==> config.mk <==
export PLATFORM = sky130hd
export DESIGN_NAME = exponential_easing_curve_core_flat
export DESIGN_NICKNAME = d
export VERILOG_FILES = /design/src/hw/rtl/eec_pkg.sv /design/src/hw/rtl/eec_if.sv /design/src/hw/rtl/eec_decode.sv /design/src/hw/rtl/eec_exp2.sv /design/src/hw/rtl/eec_finish.sv /design/src/hw/rtl/exponential_easing_curve_core.sv /design/src/flat_wrapper.sv
export SDC_FILE = /design/constraint.sdc
export NUM_CORES = 2
export LEC_CHECK = 0
export ABC_CLOCK_PERIOD_IN_PS = 9600
export BUFFER_PORTS_ARGS = -buffer_cell sky130_fd_sc_hd__buf_2
export CAP_MARGIN = 5
export CORE_ASPECT_RATIO = 1.75
export CORE_MARGIN = 1
export CORE_UTILIZATION = 60
export CTS_CLUSTER_DIAMETER = 100
export DETAILED_ROUTE_END_ITERATION = 6
export HOLD_SLACK_MARGIN = 0.03
export PLACE_DENSITY_LB_ADDON = 0.12
export SLEW_MARGIN = 10
export SYNTH_ARGS = -nofsm -noshare
export SYNTH_HDL_FRONTEND = slang
export SYNTH_HIERARCHICAL = 1
export SYNTH_SLANG_ARGS = --single-unit
export TNS_END_PERCENT = 100
==> constraint.sdc <==
create_clock -name clk -period 9.6 [get_ports clk]
set_input_delay 0.48 -clock clk [delete_from_list [all_inputs] [get_ports clk]]
set_output_delay 0.48 -clock clk [all_outputs]
set_load 0.05 [all_outputs]
==> src/hw/rtl/eec_pkg.sv <==
`default_nettype none
// ----------------------------------------------------------------------------
// eec_pkg
// Types, constants and helper functions shared by the exponential easing
// curve core: fixed-point scaling, curve and post-processing codes, and the
// 2^-f table generator.
// ----------------------------------------------------------------------------
package eec_pkg;

	localparam int unsigned FRAC_BITS = 16;
	localparam int unsigned PROG_W    = FRAC_BITS + 1;
	localparam int unsigned EASED_W   = FRAC_BITS + 2;
	// Exponent argument reaches a little over 10.0.
	localparam int unsigned EXP_W     = FRAC_BITS + 4;
	localparam int unsigned SHIFT_W   = 4;
	localparam int unsigned ROM_W     = 31;
	localparam int unsigned CFG_IDX_W  = 4;
	localparam int unsigned CFG_DATA_W = 8;

	localparam int unsigned ONE_FX = 1 << FRAC_BITS;
	localparam int unsigned C1     = (ONE_FX + 500) / 1000;
	localparam int unsigned C2     = (ONE_FX + 1000) / 2000;

	// q / 1000 == (q * RECIP) >> 26 and q / 2000 == (q * RECIP) >> 27 for
	// every operand this core can produce.
	localparam int unsigned DIV_SHIFT = 26;
	localparam int unsigned RECIP     = ((1 << DIV_SHIFT) + 999) / 1000;
	localparam int unsigned RECIP_W   = 17;
	localparam int unsigned DIVX_W    = 17;
	localparam int unsigned DIVP_W    = DIVX_W + RECIP_W;
	localparam int unsigned QUOT_W    = 8;

	localparam longint unsigned Q30_ONE = 64'd1 << 30;
	localparam longint unsigned LN2_Q30 = 64'd744261118;
	localparam int unsigned SERIES_TERMS = 20;

	typedef logic [PROG_W-1:0]         progress_t;
	typedef logic signed [EASED_W-1:0] eased_t;
	typedef logic [EXP_W-1:0]          exp_arg_t;
	typedef logic [CFG_IDX_W-1:0]      cfg_idx_t;
	typedef logic [CFG_DATA_W-1:0]     cfg_data_t;

	localparam progress_t PROG_ONE  = progress_t'(ONE_FX);
	localparam progress_t PROG_HALF = progress_t'(ONE_FX >> 1);

	localparam cfg_idx_t CFG_CURVE_MODE    = cfg_idx_t'(0);
	localparam cfg_idx_t CFG_EASING_ENABLE = cfg_idx_t'(1);

	typedef enum logic [1:0] {
		MODE_IN     = 2'd0,
		MODE_OUT    = 2'd1,
		MODE_IN_OUT = 2'd2,
		MODE_OUT_IN = 2'd3
	} curve_mode_t;

	// What the last stages do with the power-of-two value P.
	typedef enum logic [2:0] {
		POST_DIRECT   = 3'd0,
		POST_SUB_C2   = 3'd1,
		POST_OUT_1000 = 3'd2,
		POST_OUT_2000 = 3'd3,
		POST_OUTIN_LO = 3'd4,
		POST_OUTIN_HI = 3'd5,
		POST_CONST    = 3'd6
	} post_kind_t;

	typedef struct packed {
		post_kind_t kind;
		progress_t  cval;
	} item_ctl_t;

	typedef struct packed {
		logic s1;
		logic s2;
		logic s3;
		logic s4;
		logic s5;
		logic s6;
	} stage_en_t;

	function automatic exp_arg_t times10(input progress_t x);
		return (exp_arg_t'(x) << 3) + (exp_arg_t'(x) << 1);
	endfunction

	// Unsigned quotient by shift and subtract, for building constant tables.
	function automatic longint unsigned const_udiv(input longint unsigned num,
			input longint unsigned den);
		longint unsigned rem;
		longint unsigned quo;
		rem = '0;
		quo = '0;
		for (int i = 63; i >= 0; i--) begin
			rem = {rem[62:0], num[i]};
			quo = quo << 1;
			if (rem >= den) begin
				rem    = rem - den;
				quo[0] = 1'b1;
			end
		end
		return quo;
	endfunction

	// Sample j of 2^-(j/entries) in Q1.30 from a truncated series of
	// e^-(f ln2). Used only to build constant tables.
	function automatic logic [ROM_W-1:0] exp_rom_entry(input int unsigned j,
			input int unsigned entries);
		longint unsigned y;
		longint unsigned term;
		longint          sum;
		int unsigned     n;
		if (j >= entries) begin
			return ROM_W'(Q30_ONE >> 1);
		end
		y    = const_udiv(longint'(j) * LN2_Q30, longint'(entries));
		term = Q30_ONE;
		sum  = longint'(Q30_ONE);
		for (n = 1; n <= SERIES_TERMS; n++) begin
			term = const_udiv((term * y) >> 30, longint'(n));
			if ((n & 1) != 0) begin
				sum = sum - longint'(term);
			end else begin
				sum = sum + longint'(term);
			end
		end
		if (sum < 0) begin
			sum = 0;
		end
		if (sum > longint'(Q30_ONE)) begin
			sum = longint'(Q30_ONE);
		end
		return ROM_W'(sum);
	endfunction

endpackage
`default_nettype wire

==> src/hw/rtl/eec_if.sv <==
`default_nettype none
// ----------------------------------------------------------------------------
// eec_if
// Valid/ready channels of the easing core: progress input, eased output and
// the register write port.
// ----------------------------------------------------------------------------
interface eec_in_if;
	import eec_pkg::*;
	logic      valid;
	logic      ready;
	progress_t progress;
	modport source (output valid, output progress, input ready);
	modport sink (input valid, input progress, output ready);
endinterface

interface eec_out_if;
	import eec_pkg::*;
	logic   valid;
	logic   ready;
	eased_t eased_value;
	modport source (output valid, output eased_value, input ready);
	modport sink (input valid, input eased_value, output ready);
endinterface

interface eec_cfg_if;
	import eec_pkg::*;
	logic      valid;
	logic      ready;
	cfg_idx_t  index;
	cfg_data_t data;
	modport source (output valid, output index, output data, input ready);
	modport sink (input valid, input index, input data, output ready);
endinterface
`default_nettype wire

==> src/hw/rtl/eec_decode.sv <==
`default_nettype none
// ----------------------------------------------------------------------------
// eec_decode
// Stage 1: clamps progress, picks the curve branch and forms the exponent
// argument, the extra halving and the post-processing code.
// ----------------------------------------------------------------------------
module eec_decode (
	input  wire                  clk,
	input  wire                  en,
	input  eec_pkg::progress_t   progress,
	input  eec_pkg::curve_mode_t mode,
	input  wire                  easing_enable,
	output eec_pkg::exp_arg_t    e_s1,
	output logic                 extra_s1,
	output eec_pkg::item_ctl_t   ctl_s1
);
	import eec_pkg::*;

	progress_t           tc;
	logic [PROG_W:0]     u;
	progress_t           w;
	exp_arg_t            e_d;
	logic                extra_d;
	item_ctl_t           ctl_d;

	localparam logic [PROG_W:0] U_ONE = (PROG_W + 1)'(ONE_FX);

	always_comb begin
		tc = (progress > PROG_ONE) ? PROG_ONE : progress;
		u  = {tc, 1'b0};
		w  = progress_t'(u - U_ONE);
		e_d        = '0;
		extra_d    = 1'b0;
		ctl_d.kind = POST_CONST;
		ctl_d.cval = tc;
		if (easing_enable) begin
			unique case (mode)
				MODE_IN: begin
					if (tc != '0 && tc != PROG_ONE) begin
						e_d        = times10(PROG_ONE - tc) + exp_arg_t'(C1);
						ctl_d.kind = POST_DIRECT;
					end
				end
				MODE_OUT: begin
					if (tc != PROG_ONE) begin
						e_d        = times10(tc);
						ctl_d.kind = POST_OUT_1000;
					end
				end
				MODE_IN_OUT: begin
					if (tc != '0 && tc != PROG_ONE) begin
						extra_d = 1'b1;
						if (u < U_ONE) begin
							e_d        = times10(PROG_ONE - u[PROG_W-1:0]);
							ctl_d.kind = POST_SUB_C2;
						end else begin
							e_d        = times10(w);
							ctl_d.kind = POST_OUT_2000;
						end
					end
				end
				MODE_OUT_IN: begin
					if (u < U_ONE) begin
						e_d        = times10(u[PROG_W-1:0]);
						ctl_d.kind = POST_OUTIN_LO;
					end else if (w == '0) begin
						ctl_d.cval = PROG_HALF;
					end else if (w == PROG_ONE) begin
						ctl_d.cval = PROG_ONE;
					end else begin
						e_d        = times10(PROG_ONE - w) + exp_arg_t'(C1);
						ctl_d.kind = POST_OUTIN_HI;
					end
				end
				default: begin
					ctl_d.kind = POST_CONST;
				end
			endcase
		end
	end

	always_ff @(posedge clk) begin
		if (en) begin
			e_s1     <= e_d;
			extra_s1 <= extra_d;
			ctl_s1   <= ctl_d;
		end
	end

endmodule
`default_nettype wire

==> src/hw/rtl/eec_exp2.sv <==
`default_nettype none
// ----------------------------------------------------------------------------
// eec_exp2
// Stages 2 to 4: round(ONE * 2^(-e/ONE) / 2^extra). Table lookup of 2^-f,
// linear interpolation, then a rounding right shift by the integer part.
// ----------------------------------------------------------------------------
module eec_exp2 #(
	parameter int unsigned EXP_TABLE_ENTRIES = 64
) (
	input  wire                 clk,
	input  eec_pkg::stage_en_t  en,
	input  eec_pkg::exp_arg_t   e_s1,
	input  wire                 extra_s1,
	input  eec_pkg::item_ctl_t  ctl_s1,
	output eec_pkg::progress_t  p_s4,
	output eec_pkg::item_ctl_t  ctl_s4
);
	import eec_pkg::*;

	localparam int unsigned IW  = $clog2(EXP_TABLE_ENTRIES + 1);
	localparam int unsigned PW  = FRAC_BITS + IW;
	localparam int unsigned MW  = ROM_W + FRAC_BITS;
	localparam int unsigned SW  = 5;
	localparam logic [IW-1:0] IDX_LAST = IW'(EXP_TABLE_ENTRIES - 1);

	logic [ROM_W-1:0] rom_w [0:EXP_TABLE_ENTRIES];

	for (genvar j = 0; j <= EXP_TABLE_ENTRIES; j++) begin : g_rom
		localparam logic [ROM_W-1:0] ROM_VAL = exp_rom_entry(j, EXP_TABLE_ENTRIES);
		assign rom_w[j] = ROM_VAL;
	end

	// Stage 2: split the argument and read the two neighboring samples.
	logic [SHIFT_W-1:0]   k;
	logic [PW-1:0]        pos;
	logic [IW-1:0]        idx_raw;
	logic [IW-1:0]        idx;
	logic [ROM_W-1:0]     a_s2, b_s2;
	logic [FRAC_BITS-1:0] rem_s2;
	logic [SHIFT_W-1:0]   k_s2;
	logic                 extra_s2;
	item_ctl_t            ctl_s2;

	always_comb begin
		k       = e_s1[EXP_W-1:FRAC_BITS];
		pos     = PW'(e_s1[FRAC_BITS-1:0]) * PW'(EXP_TABLE_ENTRIES);
		idx_raw = pos[PW-1:FRAC_BITS];
		idx     = (idx_raw > IDX_LAST) ? IDX_LAST : idx_raw;
	end

	always_ff @(posedge clk) begin
		if (en.s2) begin
			a_s2     <= rom_w[idx];
			b_s2     <= rom_w[IW'(idx + 1'b1)];
			rem_s2   <= pos[FRAC_BITS-1:0];
			k_s2     <= k;
			extra_s2 <= extra_s1;
			ctl_s2   <= ctl_s1;
		end
	end

	// Stage 3: slope times remainder.
	logic [ROM_W-1:0]     diff;
	logic                 dec;
	logic [MW-1:0]        prod_s3;
	logic [ROM_W-1:0]     a_s3;
	logic                 dec_s3;
	logic [SHIFT_W-1:0]   k_s3;
	logic                 extra_s3;
	item_ctl_t            ctl_s3;

	always_comb begin
		dec  = (a_s2 >= b_s2);
		diff = dec ? (a_s2 - b_s2) : (b_s2 - a_s2);
	end

	always_ff @(posedge clk) begin
		if (en.s3) begin
			prod_s3  <= MW'(diff) * MW'(rem_s2);
			a_s3     <= a_s2;
			dec_s3   <= dec;
			k_s3     <= k_s2;
			extra_s3 <= extra_s2;
			ctl_s3   <= ctl_s2;
		end
	end

	// Stage 4: interpolate, then shift right with round half up.
	logic [ROM_W:0] v;
	logic [ROM_W:0] half;
	logic [ROM_W:0] rnd;
	logic [SW-1:0]  s;

	always_comb begin
		if (dec_s3) begin
			v = {1'b0, a_s3} - {1'b0, prod_s3[MW-1:FRAC_BITS]};
		end else begin
			v = {1'b0, a_s3} + {1'b0, prod_s3[MW-1:FRAC_BITS]};
		end
		s    = SW'(k_s3) + SW'(30 - FRAC_BITS) + SW'(extra_s3);
		half = (ROM_W + 1)'(1) << (s - 1'b1);
		rnd  = (v + half) >> s;
	end

	always_ff @(posedge clk) begin
		if (en.s4) begin
			p_s4   <= rnd[PROG_W-1:0];
			ctl_s4 <= ctl_s3;
		end
	end

endmodule
`default_nettype wire

==> src/hw/rtl/eec_finish.sv <==
`default_nettype none
// ----------------------------------------------------------------------------
// eec_finish
// Stages 5 and 6: the small overshoot term by reciprocal multiplication,
// then the branch-specific combination into the signed Q1.16 result.
// ----------------------------------------------------------------------------
module eec_finish (
	input  wire                 clk,
	input  eec_pkg::stage_en_t  en,
	input  eec_pkg::progress_t  p_s4,
	input  eec_pkg::item_ctl_t  ctl_s4,
	output eec_pkg::eased_t     res_s6
);
	import eec_pkg::*;

	// Stage 5: q = ONE - P and the scaled q + bias product.
	progress_t         q;
	logic [DIVX_W-1:0] x;
	logic [DIVP_W-1:0] dprod_s5;
	progress_t         q_s5;
	progress_t         p_s5;
	item_ctl_t         ctl_s5;

	always_comb begin
		q = PROG_ONE - p_s4;
		if (ctl_s4.kind == POST_OUT_2000) begin
			x = DIVX_W'(q) + DIVX_W'(1000);
		end else begin
			x = DIVX_W'(q) + DIVX_W'(500);
		end
	end

	always_ff @(posedge clk) begin
		if (en.s5) begin
			dprod_s5 <= DIVP_W'(x) * DIVP_W'(RECIP);
			q_s5     <= q;
			p_s5     <= p_s4;
			ctl_s5   <= ctl_s4;
		end
	end

	// Stage 6: combine.
	logic [QUOT_W-1:0]  quot;
	logic [EASED_W-1:0] qsum;
	logic [EASED_W-1:0] r;

	always_comb begin
		if (ctl_s5.kind == POST_OUT_2000) begin
			quot = QUOT_W'(dprod_s5 >> (DIV_SHIFT + 1));
		end else begin
			quot = QUOT_W'(dprod_s5 >> DIV_SHIFT);
		end
		qsum = EASED_W'(q_s5) + EASED_W'(quot);
		case (ctl_s5.kind)
			POST_DIRECT:   r = EASED_W'(p_s5);
			POST_SUB_C2:   r = EASED_W'(p_s5) - EASED_W'(C2);
			POST_OUT_1000: r = qsum;
			POST_OUT_2000: r = qsum;
			POST_OUTIN_LO: r = (qsum + 1'b1) >> 1;
			POST_OUTIN_HI: r = ((EASED_W'(p_s5) + 1'b1) >> 1) + EASED_W'(PROG_HALF);
			POST_CONST:    r = EASED_W'(ctl_s5.cval);
			default:       r = EASED_W'(ctl_s5.cval);
		endcase
	end

	always_ff @(posedge clk) begin
		if (en.s6) begin
			res_s6 <= eased_t'(r);
		end
	end

endmodule
`default_nettype wire

==> src/hw/rtl/exponential_easing_curve_core.sv <==
`default_nettype none
// ----------------------------------------------------------------------------
// exponential_easing_curve_core
// Pipeline: an accepted progress beat moves through stages s1 to s6 to become its eased beat.
// Throughput: one beat per cycle; the six-stage pipeline with a valid bit
// per stage takes a new beat whenever stage 1 is empty or moves on.
// Reset: clears all stage valid bits, curve_mode to ease in and
// easing_enable to 1. The 2^-f table is constant logic and needs no fill.
// ----------------------------------------------------------------------------
module exponential_easing_curve_core #(
	parameter int unsigned EXP_TABLE_ENTRIES = 64
) (
	input  wire     clk,
	input  wire     arst_n,
	eec_in_if.sink  prog,
	eec_out_if.source eased,
	eec_cfg_if.sink cfg
);
	import eec_pkg::*;

	curve_mode_t mode_q;
	logic        enable_q;

	assign cfg.ready = 1'b1;

	always_ff @(posedge clk or negedge arst_n) begin
		if (!arst_n) begin
			mode_q   <= MODE_IN;
			enable_q <= 1'b1;
		end else if (cfg.valid) begin
			unique case (cfg.index)
				CFG_CURVE_MODE:    mode_q   <= curve_mode_t'(cfg.data[1:0]);
				CFG_EASING_ENABLE: enable_q <= cfg.data[0];
				default: begin
				end
			endcase
		end
	end

	// A stage loads when it is empty or the stage after it loads.
	logic      v_s1, v_s2, v_s3, v_s4, v_s5, v_s6;
	stage_en_t en;

	always_comb begin
		en.s6 = !v_s6 || eased.ready;
		en.s5 = !v_s5 || en.s6;
		en.s4 = !v_s4 || en.s5;
		en.s3 = !v_s3 || en.s4;
		en.s2 = !v_s2 || en.s3;
		en.s1 = !v_s1 || en.s2;
	end

	assign prog.ready  = en.s1;
	assign eased.valid = v_s6;

	always_ff @(posedge clk or negedge arst_n) begin
		if (!arst_n) begin
			v_s1 <= 1'b0;
			v_s2 <= 1'b0;
			v_s3 <= 1'b0;
			v_s4 <= 1'b0;
			v_s5 <= 1'b0;
			v_s6 <= 1'b0;
		end else begin
			if (en.s1) v_s1 <= prog.valid;
			if (en.s2) v_s2 <= v_s1;
			if (en.s3) v_s3 <= v_s2;
			if (en.s4) v_s4 <= v_s3;
			if (en.s5) v_s5 <= v_s4;
			if (en.s6) v_s6 <= v_s5;
		end
	end

	exp_arg_t  e_s1;
	logic      extra_s1;
	item_ctl_t ctl_s1;
	progress_t p_s4;
	item_ctl_t ctl_s4;
	eased_t    res_s6;

	eec_decode u_decode (
		.clk           (clk),
		.en            (en.s1),
		.progress      (prog.progress),
		.mode          (mode_q),
		.easing_enable (enable_q),
		.e_s1          (e_s1),
		.extra_s1      (extra_s1),
		.ctl_s1        (ctl_s1)
	);

	eec_exp2 #(
		.EXP_TABLE_ENTRIES (EXP_TABLE_ENTRIES)
	) u_exp2 (
		.clk      (clk),
		.en       (en),
		.e_s1     (e_s1),
		.extra_s1 (extra_s1),
		.ctl_s1   (ctl_s1),
		.p_s4     (p_s4),
		.ctl_s4   (ctl_s4)
	);

	eec_finish u_finish (
		.clk    (clk),
		.en     (en),
		.p_s4   (p_s4),
		.ctl_s4 (ctl_s4),
		.res_s6 (res_s6)
	);

	assign eased.eased_value = res_s6;

endmodule
`default_nettype wire

==> src/flat_wrapper.sv <==
// flat-port wrapper written by rule: the top's interface ports become plain ports
module exponential_easing_curve_core_flat import eec_pkg::*;
#(
	parameter int unsigned EXP_TABLE_ENTRIES = 64
)
  (clk, arst_n, prog_valid, prog_progress, prog_ready, eased_valid, eased_eased_value, eased_ready, cfg_valid, cfg_index, cfg_data, cfg_ready);
  eec_in_if prog_i ();
  eec_out_if eased_i ();
  eec_cfg_if cfg_i ();
  input  wire clk;
  input  wire arst_n;
  input wire logic [$bits(prog_i.valid)-1:0] prog_valid;
  input wire logic [$bits(prog_i.progress)-1:0] prog_progress;
  output wire logic [$bits(prog_i.ready)-1:0] prog_ready;
  output wire logic [$bits(eased_i.valid)-1:0] eased_valid;
  output wire logic [$bits(eased_i.eased_value)-1:0] eased_eased_value;
  input wire logic [$bits(eased_i.ready)-1:0] eased_ready;
  input wire logic [$bits(cfg_i.valid)-1:0] cfg_valid;
  input wire logic [$bits(cfg_i.index)-1:0] cfg_index;
  input wire logic [$bits(cfg_i.data)-1:0] cfg_data;
  output wire logic [$bits(cfg_i.ready)-1:0] cfg_ready;
  assign prog_i.valid = prog_valid;
  assign prog_i.progress = prog_progress;
  assign prog_ready = prog_i.ready;
  assign eased_valid = eased_i.valid;
  assign eased_eased_value = eased_i.eased_value;
  assign eased_i.ready = eased_ready;
  assign cfg_i.valid = cfg_valid;
  assign cfg_i.index = cfg_index;
  assign cfg_i.data = cfg_data;
  assign cfg_ready = cfg_i.ready;
  exponential_easing_curve_core #(.EXP_TABLE_ENTRIES(EXP_TABLE_ENTRIES)) u_core (.clk(clk), .arst_n(arst_n), .prog(prog_i), .eased(eased_i), .cfg(cfg_i));
endmodule
== Word level (Yosys, flattened, before mapping) ==
Memories as Yosys holds them, arrays and structs flattened. A register that Yosys moved wholly into a read port is not among the register bits.
Cells that the tools add are included.

* Output and inout bits: 21
* Word-level logic and storage cells: 137
* Flip-flop bits (word level): 332
* ROM bits: 7936
* Memories kept: 2
* Input port bits: 34

* Order comparisons: 4
* Eq/ne operators: 12
* Reductions and logical operators: 22
* Add/subtract/negate cells: 29
* Muxes and demuxes: 29
* $mul: 2
* Bitwise gates (word level): 2
* Shift operators: 2

{| class="wikitable"
|+ Memory list
! name !! depth !! bits a word !! read ports !! clocked after memory_dff !! write ports !! RTL line !! text
|-
| (name not given) || 128 || 31 || 1 || 1 || 0 || eec_exp2.sv:54 || <nowiki>b_s2 <= rom_w[IW'(idx + 1'b1)];</nowiki>
|-
| (name not given) || 128 || 31 || 1 || 1 || 0 || eec_exp2.sv:53 || <nowiki>a_s2 <= rom_w[idx];</nowiki>
|}

{| class="wikitable"
|+ Operator list
! operator !! count
|-
| $mux 20 || 7
|-
| $add 20x18->20 || 6
|-
| $mux 17 || 7
|-
| $pmux 18 s5 || 1
|-
| $pmux 20 s4 || 1
|-
| $sub 17x17->17 const A || 4
|-
| $sub 31x31->31 || 2
|-
| $mul 31x10->41 || 1
|-
| $add 20x7->20 const B || 2
|-
| $mul 17x17->34 const B || 1
|-
| $add 31x31->32 || 1
|-
| $add 32x32->32 || 1
|-
| $mux 32 || 1
|-
| $shl 1x5->32 const A || 1
|-
| $shr 32x5->17 || 1
|-
| $sub 31x31->32 || 1
|-
| $ge 31x31->1 || 1
|-
| $mux 31 || 1
|-
| $add 17x1->18 const B || 1
|-
| $add 17x16->18 const B || 1
|-
| $add 17x8->18 || 1
|-
| $add 18x1->18 const B || 1
|-
| $lt 18x17->1 const B || 1
|-
| $sub 17x6->18 const B || 1
|-
| other kinds (35) || 56
|}

== Logic depth before layout (Yosys ltp) ==
* Depth in word-level cells: 10
* Gate-level depth with buffers: 39
* Gate-level depth less buffers: 37

== By module ==
The synthesis kept the hierarchy.

{| class="wikitable"
|+ Modules (own cells, without submodules)
! module !! times used !! area an instance (um^2) !! seq. area each (um^2) !! cells each
|-
| eec_exp2 || 1 || 30087.6 || 6666.4 || 3561
|-
| eec_finish || 1 || 9054.9 || 2372.3 || 915
|-
| eec_decode || 1 || 5765.5 || 1201.2 || 700
|-
| exponential_easing_curve_core || 1 || 385.4 || 226.5 || 32
|}

== Worst setup path after synthesis ==
No wires, ideal clock.

* Path type: register to register
* Start point: register u_core.u_exp2.a_s2[22]
* End point: register u_core.u_exp2.prod_s3[44], data pin
* Cell stages (with the launch flop): 36
* Required time: 9340 ps
* Buffers on the path: 4
* Clock period less this slack: 8346 ps
* Arrival: 8086 ps
* Setup slack: 1254 ps
* Library setup time: 260 ps
* Cells stage by stage: edfxtp_1 inv_1 ha_1 buf_2 a21oi_2 o21ai_1 a22oi_2 nand4_2 nor2_4 buf_2 buf_2 buf_2 a211oi_1 a21oi_1 xor2_1 nand2_1 fa_1 inv_1 fa_1 inv_1 fa_1 inv_1 fa_1 fa_1 ha_1 a21oi_1 nor2_1 a211oi_1 nand3_1 or3b_4 a31oi_4 o41a_2 a21oi_2 a221o_1 a221oi_2 xnor2_1

* Cells in the longest elaborated chain, start to end: 3
* Elaborated cells on any way between the ends: 5
* Classes of those cells: add/sub: 2; mul: 1; order compare: 1; mux: 1

{| class="wikitable"
|+ RTL lines
! item !! RTL line !! text
|-
| start: declaration || eec_exp2.sv:38 || <nowiki>logic [ROM_W-1:0] a_s2, b_s2;</nowiki>
|-
| $sub 31x31->31 / $ge 31x31->1 (equally long branches) || eec_exp2.sv:74, eec_exp2.sv:73 ||
|-
| $mux 31 * || eec_exp2.sv:74 || <nowiki>diff = dec ? (a_s2 - b_s2) : (b_s2 - a_s2);</nowiki>
|-
| $mul 31x10->41 * || eec_exp2.sv:79 || <nowiki>prod_s3 <= MW'(diff) * MW'(rem_s2);</nowiki>
|-
| end signal: assignment || eec_exp2.sv:79 ||
|-
| end: declaration || eec_exp2.sv:65 || <nowiki>logic [MW-1:0] prod_s3;</nowiki>
|}

Mark *: on every way between the ends. The rest lies on a longest branch, timed or not.
A chain may end at the register's enable or synchronous reset.

== Worst setup path in the final report ==
* Start point: register u_core.u_exp2.a_s2[20]
* End point: register u_core.u_exp2.prod_s3[44], data pin

Same word-level chain as after synthesis.

==> results.json <==
{
  "status": "completed",
  "cts_made_buffers": 31,
  "skew_ns": 0.0229,
  "core_area_um2": 74300,
  "worst_pin_slew_ns": 1.18,
  "wirelength_um": 138000,
  "ys_seq_elements": 350,
  "drv_slew": 0,
  "cts_sinks": 350,
  "cts_tree": "yes",
  "clk_latency_ns": 0.61,
  "startpoint_type": "flip-flop",
  "portBuffers": 47,
  "syn-instance-count": 5208,
  "gr-total-overflow": 0,
  "viasPerCell": 6.47,
  "initial_core_util_pct": 60.9,
  "whs_ns": 0.0988,
  "dieArea_um2": 76600,
  "grt_pass1_wl_um": 215000,
  "crit_top_cell": "fa_1",
  "cp-end-kind": "flip-flop",
  "hpwlAfterDp_um": 107000,
  "synthesis.area_um2": 45300,
  "synth_edf_count": 341,
  "synthArstFlopShare_pct": 2.57,
  "placed_cell_area_um2": 46600,
  "grt_pass1_vias": 39281,
  "final.period_utilization_pct": 95.6,
  "pin_count": 55,
  "finalInstanceArea_um2": 47700,
  "ys_warn_count": 6,
  "rsz0062_at_grt": "false",
  "critPathRequiredTime_ns": 9.93,
  "fmax_mhz": 109,
  "row_count": 132,
  "dominantRegCellSynth": "edfxtp_1",
  "setup_viol": 0,
  "critPathArrivalTime_ns": 9.52,
  "fin_nets": 5885,
  "htree_levels": 1,
  "critPathMaxStageDelay_ns": 0.77,
  "ant_nets": 0,
  "wire_per_inst_um": 22.6,
  "slew_headroom_pct": 20.2,
  "final_hold_viol_count": 0,
  "crit_type": "flip-flop to flip-flop",
  "grtUsageTotal_pct": 35.9,
  "drv_cap": 0,
  "first_pass_iters": 7,
  "drc": 0,
  "via_count": 39455,
  "post-cts-setup-buffers": 0,
  "die_w_um": 210,
  "fin_tns_setup_ns": 0,
  "gp_congestion": 1.02,
  "clockBufferDepth": 3,
  "syn_avg_cell_area_um2": 8.70,
  "synth.distinct_cells": 140,
  "cts.clk_slew.worst_paths_ns": 0.07,
  "area_growth_syn_to_layout_pct": 5.36,
  "min_path_type": "primary input to flip-flop",
  "fp.dieH_um": 365,
  "antenna_found_initial": 1,
  "cp_max_fo": 12,
  "drive_above_1_share_pct": 7.61,
  "finalCriticalPeriod_ns": 9.18,
  "drt_iter0_markers": 3595,
  "ys_seq_area_share_pct": 23.1,
  "critPathSlowestCell": "xnor2_1",
  "grt_max_degree": 137,
  "diodes": 0,
  "root_buffer": "clkbuf_16"
}
-- synthesized netlist by cell type, types with 11 or more instances --
| cell | instances | area share (%) |
|---|---|---|
| fa_1 | 288 | 13 |
| o2111ai_1 | 15 | 0.29 |
| a21oi_1 | 401 | 4.4 |
| mux2_2 | 24 | 0.60 |
| nor2_1 | 361 | 3.0 |
| nand2_1 | 482 | 4.0 |
| xnor2_1 | 188 | 3.6 |
| nor4_1 | 22 | 0.30 |
| a221oi_1 | 26 | 0.50 |
| o311ai_0 | 19 | 0.37 |
| mux4_2 | 11 | 0.55 |
| and2_1 | 182 | 2.5 |
| a211o_1 | 17 | 0.33 |
| o22ai_1 | 41 | 0.57 |
| and3_1 | 31 | 0.43 |
| o211ai_1 | 50 | 0.83 |
| nand3b_1 | 15 | 0.25 |
| a311oi_1 | 18 | 0.35 |
| or2_2 | 20 | 0.28 |
| buf_2 | 34 | 0.38 |
| a31oi_1 | 55 | 0.76 |
| a21o_1 | 128 | 2.1 |
| nand3_1 | 109 | 1.2 |
| o21ai_0 | 249 | 2.8 |
| clkbuf_1 | 215 | 1.8 |
| o31ai_1 | 27 | 0.45 |
| nor3_1 | 95 | 1.0 |
| mux2i_1 | 42 | 0.93 |
| o221ai_1 | 30 | 0.58 |
| o21ai_1 | 16 | 0.18 |
| edfxtp_1 | 341 | 23 |
| nand2b_1 | 43 | 0.59 |
| a22oi_1 | 16 | 0.27 |
| nor3b_1 | 11 | 0.18 |
| nor2b_1 | 73 | 1.0 |
| o21a_1 | 23 | 0.38 |
| buf_1 | 29 | 0.24 |
| o21bai_1 | 22 | 0.36 |
| or3_1 | 23 | 0.32 |
| a211oi_1 | 75 | 1.2 |
| xor2_1 | 100 | 1.9 |
| nand4_1 | 53 | 0.73 |
| ha_1 | 427 | 12 |
| inv_1 | 495 | 4.1 |
-- layer usage --
metal | vias to the layer above | GRT usage [%] | share of wire, %
li1 | 18297 | - | -
met1 | 18950 | 39.4 | 36
met2 | 1678 | 65.4 | 51
met3 | 528 | 3.84 | 5.8
met4 | 2 | 23.7 | 7.4
met5 | - | 0 | 0.0094
-- worst paths after layout --
path / startpoint / end / slack [ns] / depth (start not counted)
max: u_core/u_exp2/a_s2[20] / u_core/u_exp2/prod_s3[44] / 0.42 / 29
min: cfg_data[1] / u_core/mode_q[1] / 0.1 / 2
max reg2reg: u_core/u_exp2/a_s2[20] / u_core/u_exp2/prod_s3[44] / 0.42 / 29
min reg2reg: u_core/u_decode/e_s1[3] / u_core/u_exp2/rem_s2[9] / 0.41 / 0
max in group asynchronous: arst_n / u_core/enable_q / 9.08 / 2
min in group asynchronous: arst_n / u_core/mode_q[0] / 0.28 / 2
-- layout make-up --
cell class	count	area (um^2)
inverters	502	1890
flip-flops and latches	350	10500
clock inverters	20	280
repair buffers	177	1230
well taps	938	1170
multi-input cells	4074	31900
fillers	6504	26600
clock buffers	38	832
-- cell usage in the layout (no fill, tap or decap), types with 73 or more instances in the layout --
cell type	n
a21oi_1	401
xor2_1	99
nand2_1	481
nor2b_1	73
a211oi_1	75
fa_1	288
nand3_1	109
nor3_1	94
xnor2_1	184
ha_1	425
buf_4	127
edfxtp_1	341
o21ai_0	248
inv_1	494
and2_1	182
a21o_1	128
nor2_1	360
-- flip-flops by register name (all words and copies together), names as in the netlist, 2 cells and up --
register,flops
u_core/u_decode/e_s1,19
u_core/u_finish/dprod_s5,10
u_core/u_exp2/ctl_s3,20
u_core/u_exp2/prod_s3,31
u_core/u_exp2/rem_s2,10
u_core/u_exp2/p_s4,17
u_core/u_exp2/ctl_s4,20
u_core/u_exp2/b_s2,31
u_core/u_decode/ctl_s1,20
u_core/mode_q,2
u_core/u_exp2/a_s3,31
u_core/u_finish/p_s5,16
u_core/u_finish/ctl_s5,20
u_core/u_finish/q_s5,15
u_core/u_exp2/ctl_s2,20
u_core/u_finish/res_s6,18
u_core/u_exp2/a_s2,31
u_core/u_exp2/k_s3,4
u_core/u_exp2/k_s2,4
-- per-stage QoR --
stage	cells	worst slack, ns	util (%)
floorplan	5215	1.25	-
global placement	6039	0.679	62.7
detailed placement	6039	0.584	62.7
CTS	6099	0.536	64.2
global route	6099	0.102	64.2
finish	6099	0.419	64.2
-- critical path: cells and delay by family, from the launching register on --
family	cells	cell delay [ns]
mux	1	0.10
compound gates	7	1.78
buf+inv	4	0.49
xor+xnor	2	0.89
simple gates	8	1.73
fa+ha+maj	7	3.45
flops	1	0.47
-- kinds of logic (layout without fill, tap and decap cells) --
logic type,count (synthesis),in the layout,share of synthesized area (%)
compound gates,1390,1390,20.4
xor+xnor,292,292,5.71
fa+ha+maj,715,715,24.5
buf+inv,791,737,6.80
flops,350,350,23.1
mux,79,79,2.12
other cells,3,10,0.0249
simple gates,1588,1588,17.3
-- repair_timing --
item	CTS	global route
gates resized for setup	0	0
hold buffers	2	0
endpoints found under the setup margin	0	0
endpoints found under the hold margin	10	0
Power is not shown: default switching activity piles up to over one toggle a cycle in this logic, so the estimate is an artifact.
